===== src/rtl/crchpt_pkg.sv =====
// shared constants, types and the crc byte step for the hashed table
`timescale 1ns / 1ps
package crchpt_pkg;

  localparam int TABLE_SIZE  = 1024;
  localparam int MAX_KEY_LEN = 16;
  localparam int IDX_W       = $clog2(TABLE_SIZE);
  localparam int KEY_IDX_W   = (MAX_KEY_LEN > 1) ? $clog2(MAX_KEY_LEN) : 1;
  localparam int LEN_W       = $clog2(MAX_KEY_LEN + 1);
  localparam int SLOT_W      = 10;
  localparam logic [31:0] CRC_POLY = 32'hedb88320;
  localparam logic [31:0] CRC_INIT = 32'hffffffff;

  // commands from controller to datapath
  typedef struct packed {
    logic clear;
    logic take;
    logic rd;
    logic next;
    logic finish;
  } cmd_t;

  // status from datapath to controller
  typedef struct packed {
    logic clear_done;
    logic empty;
    logic match;
    logic wrap_end;
  } sts_t;

  // reflected crc-32 over one byte
  function automatic logic [31:0] crc_feed(input logic [31:0] r, input logic [7:0] b);
    logic [31:0] c;
    c = r ^ {24'd0, b};
    for (int i = 0; i < 8; i++) begin
      c = c[0] ? ((c >> 1) ^ CRC_POLY) : (c >> 1);
    end
    return c;
  endfunction

endpackage


===== src/rtl/crchpt_ctrl.sv =====
// controller: clearing pass, byte intake, probe walk and result handshake
`timescale 1ns / 1ps
module crchpt_ctrl import crchpt_pkg::*; (
  input  logic clk,
  input  logic rst,
  input  logic in_valid,
  output logic in_stall,
  input  logic key_last,
  output logic out_valid,
  input  logic out_stall,
  output cmd_t cmd,
  input  sts_t sts
);

  typedef enum logic [2:0] {S_CLEAR, S_IDLE, S_READ, S_CMP} state_t;

  state_t state;
  logic   out_free;
  logic   done;

  assign in_stall = (state != S_IDLE);
  assign out_free = !out_valid || !out_stall;
  assign done     = sts.empty || sts.match || sts.wrap_end;

  // command decode
  always_comb begin
    cmd        = '0;
    cmd.clear  = (state == S_CLEAR);
    cmd.take   = (state == S_IDLE) && in_valid;
    cmd.rd     = (state == S_READ);
    cmd.next   = (state == S_CMP) && !done;
    cmd.finish = (state == S_CMP) && done && out_free;
  end

  // state and output valid
  always_ff @(posedge clk) begin
    if (rst) begin
      state     <= S_CLEAR;
      out_valid <= 1'b0;
    end else begin
      if (cmd.finish) begin
        out_valid <= 1'b1;
      end else if (out_valid && !out_stall) begin
        out_valid <= 1'b0;
      end
      case (state)
        S_CLEAR: begin
          if (sts.clear_done) state <= S_IDLE;
        end
        S_IDLE: begin
          if (in_valid && key_last) state <= S_READ;
        end
        S_READ: begin
          state <= S_CMP;
        end
        S_CMP: begin
          if (!done) begin
            state <= S_READ;
          end else if (out_free) begin
            state <= S_IDLE;
          end
        end
        default: state <= S_IDLE;
      endcase
    end
  end

endmodule


===== config.mk =====
export PLATFORM = sky130hd
export DESIGN_NAME = crchpt_ctrl
export DESIGN_NICKNAME = d
export VERILOG_FILES = /design/src/rtl/crchpt_pkg.sv /design/src/rtl/crchpt_ctrl.sv
export SDC_FILE = /design/constraint.sdc
export NUM_CORES = 1
export LEC_CHECK = 0
export BUFFER_PORTS_ARGS = -buffer_cell sky130_fd_sc_hd__buf_2
export CORE_AREA = 2 2 39 41
export CTS_BUF_LIST = sky130_fd_sc_hd__clkbuf_2
export DETAILED_ROUTE_END_ITERATION = 12
export DIE_AREA = 0 0 41 43
export PLACE_DENSITY = 0.34
export SYNTH_ARGS = -nofsm -noshare
export SYNTH_HDL_FRONTEND = slang
export SYNTH_SLANG_ARGS = --single-unit

===== constraint.sdc =====
create_clock -name clk -period 3.2 [get_ports clk]
set_clock_uncertainty 0.15 [all_clocks]
set_input_delay 0.64 -clock clk [delete_from_list [all_inputs] [get_ports clk]]
set_output_delay 0.64 -clock clk [all_outputs]
set_load 0.02 [all_outputs]

==> results of run 1 <==
## Yosys cell counts
library cell,count,share of area
nand2b_1,1,0.033
nor4_1,1,0.033
a211oi_2,1,0.066
nand2_1,2,0.040
a31oi_1,1,0.033
o311a_1,1,0.053
a21o_1,1,0.040
o311ai_2,1,0.086
buf_4,2,0.079
nor3_1,1,0.026
a21oi_1,2,0.053
inv_1,1,0.020
dfxtp_1,3,0.32
a311oi_1,1,0.046
nor2_1,2,0.040
nor2b_1,1,0.033
## cells in the final DEF, fill, tap and decap left out
cell and count:
o311ai_2 1, nor4_1 1, nand2b_1 1, a311oi_1 1, nor3_1 1, a21oi_1 2
o311a_1 1, clkbuf_2 4, buf_2 15, dfxtp_1 3, nand2_1 2, a211oi_2 1
nor2_1 2, inv_1 1, a31oi_1 1, nor2b_1 1, a21o_1 1
## flip-flops by register name (all words and copies together), names as in the netlist
register	count
out_valid	1
state	2
## worst max-delay path, cell delays in order
cell,delay (ns)
buf_2,0.12
o311ai_2,0.36
a21oi_1,0.06
buf_2,0.17
## layer usage
layer,share of wire,vias up,routed length [µm]
li1,-,117,-
met1,0.50,96,264
met2,0.35,16,183
met5,0,-,0
met3,0.15,0,76
met4,0,0,0
## logic make-up (layout without fill, tap and decap cells)
| logic type | count (synthesis) | after routing | synth area share |
|---|---|---|---|
| flops | 3 | 3 | 0.318 |
| buf+inv | 3 | 20 | 0.0993 |
| simple gates | 8 | 8 | 0.205 |
| compound gates | 8 | 8 | 0.378 |
## how the worst max path moves through the flow
stage,slack [ns],startpoint,cells past startpoint,endpoint
2_1_floorplan,1.05,sts[0],1,cmd[1]
3_3_place_gp,1.07,sts[0],4,cmd[0]
3_5_place_dp,1.05,sts[0],4,cmd[0]
4_1_cts,1.05,sts[0],4,cmd[0]
5_1_grt,1.01,sts[0],4,cmd[0]
6_report,1.06,sts[0],4,cmd[0]
## area by class of cell
type                    instances  area (µm²)  share of cell area
multi-input cells              16         110               0.381
flip-flops and latches          3        60.1               0.208
inverters                       1        3.75              0.0130
repair buffers                 15        75.1               0.260
clock buffers                   4        20.0              0.0693
well taps                      16        20.0              0.0693
## report_power, final
group          internal [W]  leakage, nW  switching (W)
registers         0.0000395       0.0246     0.00000443
logic             0.0000108        0.102      0.0000140
clock network     0.0000330       0.0166      0.0000199
total             0.0000833        0.144      0.0000384
## per-stage QoR
stage               hold WS, ns  total power [W]
detailed placement        0.365        0.0000694
CTS                       0.365         0.000125
floorplan                 0.394        0.0000590
finish                    0.360         0.000122
global route              0.410         0.000131
global placement          0.358        0.0000696
==> impl_metrics.yaml, run 1 <==
setup_path:
  worstSetupPathType: "in -> out"
  rr_endpoint: "state[0]"
  end_kind: "output port"
  reg2regPathDepth: 2
  cp.arrival_ns: 1.35
  start_kind: "input port"
  cp_max_fo: 3
  reg2reg_slack_ns: 1.99
  r2r-start: "state[0]"
  cp.required_ns: 2.41
timing:
  setup_viol: 0
  fin_crit_ns: 2.14
  clock.fmax_mhz: 466
  worst_pin_slew_ns: 0.331
  rsz0062_at_grt: "no"
  period_share: 0.670
  setup_tns_ns: 0
  finalHoldViolCount: 0
  fin_ws_ns: 1.06
  slew_headroom: 0.779
  slew_violations: 0
placed_design:
  gp_congestion: 0.640
  place_area_um2: 269
  pre_cts_ws_ns: 1.05
  port-buffer-count: 15
  dp.cells: 51
hold_path:
  min_delay_worst_endpoint: "state[1]"
  min_from: "out_valid"
  hp-class: "reg -> reg"
  min_path_cells: 2
power:
  leakage_nw: 0.144
  power_density_nw_per_um2: 421
  vdd_drop_max_uv: 102
logic_synthesis:
  synth_area_um2: 189
  synthDistinctLibCells: 16
  synth-seq-cells: 3
  syn_inst: 22
  synth_fp_nets: 31
  ys_warn_count: 0
  seq_area_frac_synth: 0.318
  avgSynthCellArea_um2: 8.59
die:
  rows: 14
  start_util: 0.137
  die-area_um2: 1760
  pin_count: 16
  die_w_um: 41
  fp.dieH_um: 43
  core_um2: 1380
cells_and_area:
  fin_cells: 55
  final_cell_area_um2: 289
  nets: 49
  area_growth_pct: 53.0
  fin_util: 0.209
  nFillCells: 161
  num_antenna_cells: 0
  drive_above_1_share: 0.538
route:
  drt_iter0_markers: 0
  vias_per_cell: 4.16
  drc: 0
  wl_per_cell_um: 9.53
  wl_um: 524
  vias: 229
  drtPass1Iterations: 1
  ant_nets: 0
clocking:
  cts_max_path_buffers: 2
  root_buffer: "clkbuf_2"
  cts.sinks: 3
  htreeDepth: 1
  cts_tree: "done"
  path_clk_slew_ns: 0.05
  clock_latency_ns: 0.20
  post_cts_buffers: 0
  numCtsBuffers: 3
  cts_resized: 0
  ctsHoldBuffers: 0
run:
  max_cap_violations: 0
global_route:
  grtUsageMet2: 0.0750
  antenna_found_initial: 0
  gr-total-overflow: 0
  grt.met1_usage: 0.109
  grtUsageMet3: 0.0314
  grt_pass1_wl_um: 869
  grt_usage: 0.0762
  grt_max_degree: 10
  grt-busiest-layer: "met1"
  grt_pass1_vias: 218
run_status:
  outcome: "complete, no violations"
(Power assumes the default switching activity.)
==> run 2, diff against run 1 <==
==> constraint.sdc (replaced) <==
create_clock -name clk -period 2.1 [get_ports clk]
set_clock_uncertainty 0.15 [all_clocks]
set_input_delay 0.42 -clock clk [delete_from_list [all_inputs] [get_ports clk]]
set_output_delay 0.42 -clock clk [all_outputs]
set_load 0.02 [all_outputs]
==> impl_metrics.yaml, run 2 (synthesis gave the netlist of run 1 again) <==
power:
  swShare: 0.311
  pwr-share-seq: 0.363
  power_switching_w: 0.0000573
  power_frac_comb: 0.206
  leakage_nw: 0.144
  p_int_w: 0.000127
  power_density_nw_per_um2: 638
  vdd_drop_max_uv: 196
  clockPowerShare: 0.430
setup_path:
  cp.arrival_ns: 1.20
  end_kind: "output port"
  cp_max_fo: 9
  worstSetupPathType: "reg -> out"
  cp_slowest_cell: "dfxtp_1"
  cp_cell_sequence: "o311ai_2 -> a21oi_1 -> buf_2"
  slowest_delay_ns: 0.48
  cp.required_ns: 1.53
  start_kind: "flip-flop"
route:
  wl_um: 500
  ant_nets: 0
  drtPass1Iterations: 3
  vias_per_cell: 4.11
  drt_iter0_markers: 4
  wl_per_cell_um: 9.09
  vias: 226
  drc: 0
cells_and_area:
  largest_register: "state"
  nets: 49
  final_common_cell: "buf_2"
  final_cell_area_um2: 289
  drive_above_1_share: 0.538
  nFillCells: 163
  final_cell_mix: "15 x buf_2, 4 x clkbuf_2, 3 x dfxtp_1"
  largest_reg_flops: 2
  area_growth_pct: 53.0
  top_regs: "state x2, out_valid x1"
  num_antenna_cells: 0
clocking:
  htreeDepth: 1
  cts_resized: 0
  root_buffer: "clkbuf_2"
  numCtsBuffers: 3
  cts.sinks: 3
  cts_tree: "done"
  path_clk_slew_ns: 0.04
  clock_latency_ns: 0.20
  post_cts_buffers: 0
  ctsHoldBuffers: 0
  cts_max_path_buffers: 2
timing:
  slew_headroom: 0.773
  rsz0062_at_grt: "no"
  worst_pin_slew_ns: 0.340
  setup_viol: 0
  finalHoldViolCount: 0
  fin_crit_ns: 1.77
  setup_tns_ns: 0
  period_share: 0.844
  slew_violations: 0
  clock.fmax_mhz: 564
run_status:
  outcome: "complete, no violations"
placed_design:
  gp_congestion: 0.617
  place_area_um2: 269
  port-buffer-count: 15
global_route:
  grt_pass1_vias: 197
  gr-total-overflow: 0
  antenna_found_initial: 0
  grt_usage: 0.0711
  grt_max_degree: 10
  grt_pass1_wl_um: 793
run:
  max_cap_violations: 0
die:
  fp.dieH_um: 43
  pin_count: 16
  core_um2: 1380
  die_w_um: 41
  die-area_um2: 1760
  rows: 14
  start_util: 0.137
hold_path:
  hp-class: "in -> reg"
run 2: cell counts in the layout (fill, tap and decap cells not counted):
No cell type changed its count.
run 2: through the flow:
step / hold WS [ns] / power [W] / setup WS [ns] / cells / util
final: 0.266 / 0.000184 / 0.327 / 55 / 0.209
after global routing: 0.258 / 0.000199 / 0.181 / 55 / 0.209
after CTS: 0.246 / 0.000191 / 0.303 / 55 / 0.209
after detailed placement: 0.371 / 0.000106 / 0.375 / 51 / 0.194
after global placement: 0.351 / 0.000106 / 0.392 / 51 / 0.194
after floorplan: 0.335 / 0.0000899 / 0.391 / 22 / -
run 2: layout make-up:
type,instances,area (µm²),share of cell area
timing repair buffer,15,75.1,0.260
sequential,3,60.1,0.208
tap,16,20.0,0.0693
multi-input combinational,16,110,0.381
clock buffer,4,20.0,0.0693
inverter,1,3.75,0.0130
run 2: power by group through the flow:
stage	sequential, W	combinational [W]	clock, W
floorplan	0.0000622	0.0000277	0
global placement	0.0000678	0.0000378	0
detailed placement	0.0000676	0.0000382	0
CTS	0.0000669	0.0000383	0.0000855
global route	0.0000682	0.0000415	0.0000898
finish	0.0000669	0.0000380	0.0000793
run 2: routing by layer:
metal	wire length, µm	up-vias	share of wire	GRT usage
li1	-	117	-	-
met5	0	-	0	0
met1	266	91	0.53	0.0927
met2	159	18	0.32	0.0844
met4	0	0	0	0.0600
met3	75	0	0.15	0.0314
run 2: worst paths after layout:
kind	slack [ns]	depth (start not counted)	startpoint	to
max reg2reg	0.90	2	state[0]	state[0]
max	0.33	3	state[0]	cmd[0]
min	0.27	2	rst	state[1]
min reg2reg	0.38	2	out_valid	out_valid
run 2: worst max-delay path: cells and delay by family, from the launching register on:
kind | cells | cell delay, ns
DFF | 1 | 0.48
AOI/OAI and AO/OA | 2 | 0.34
buffers and inverters | 1 | 0.17
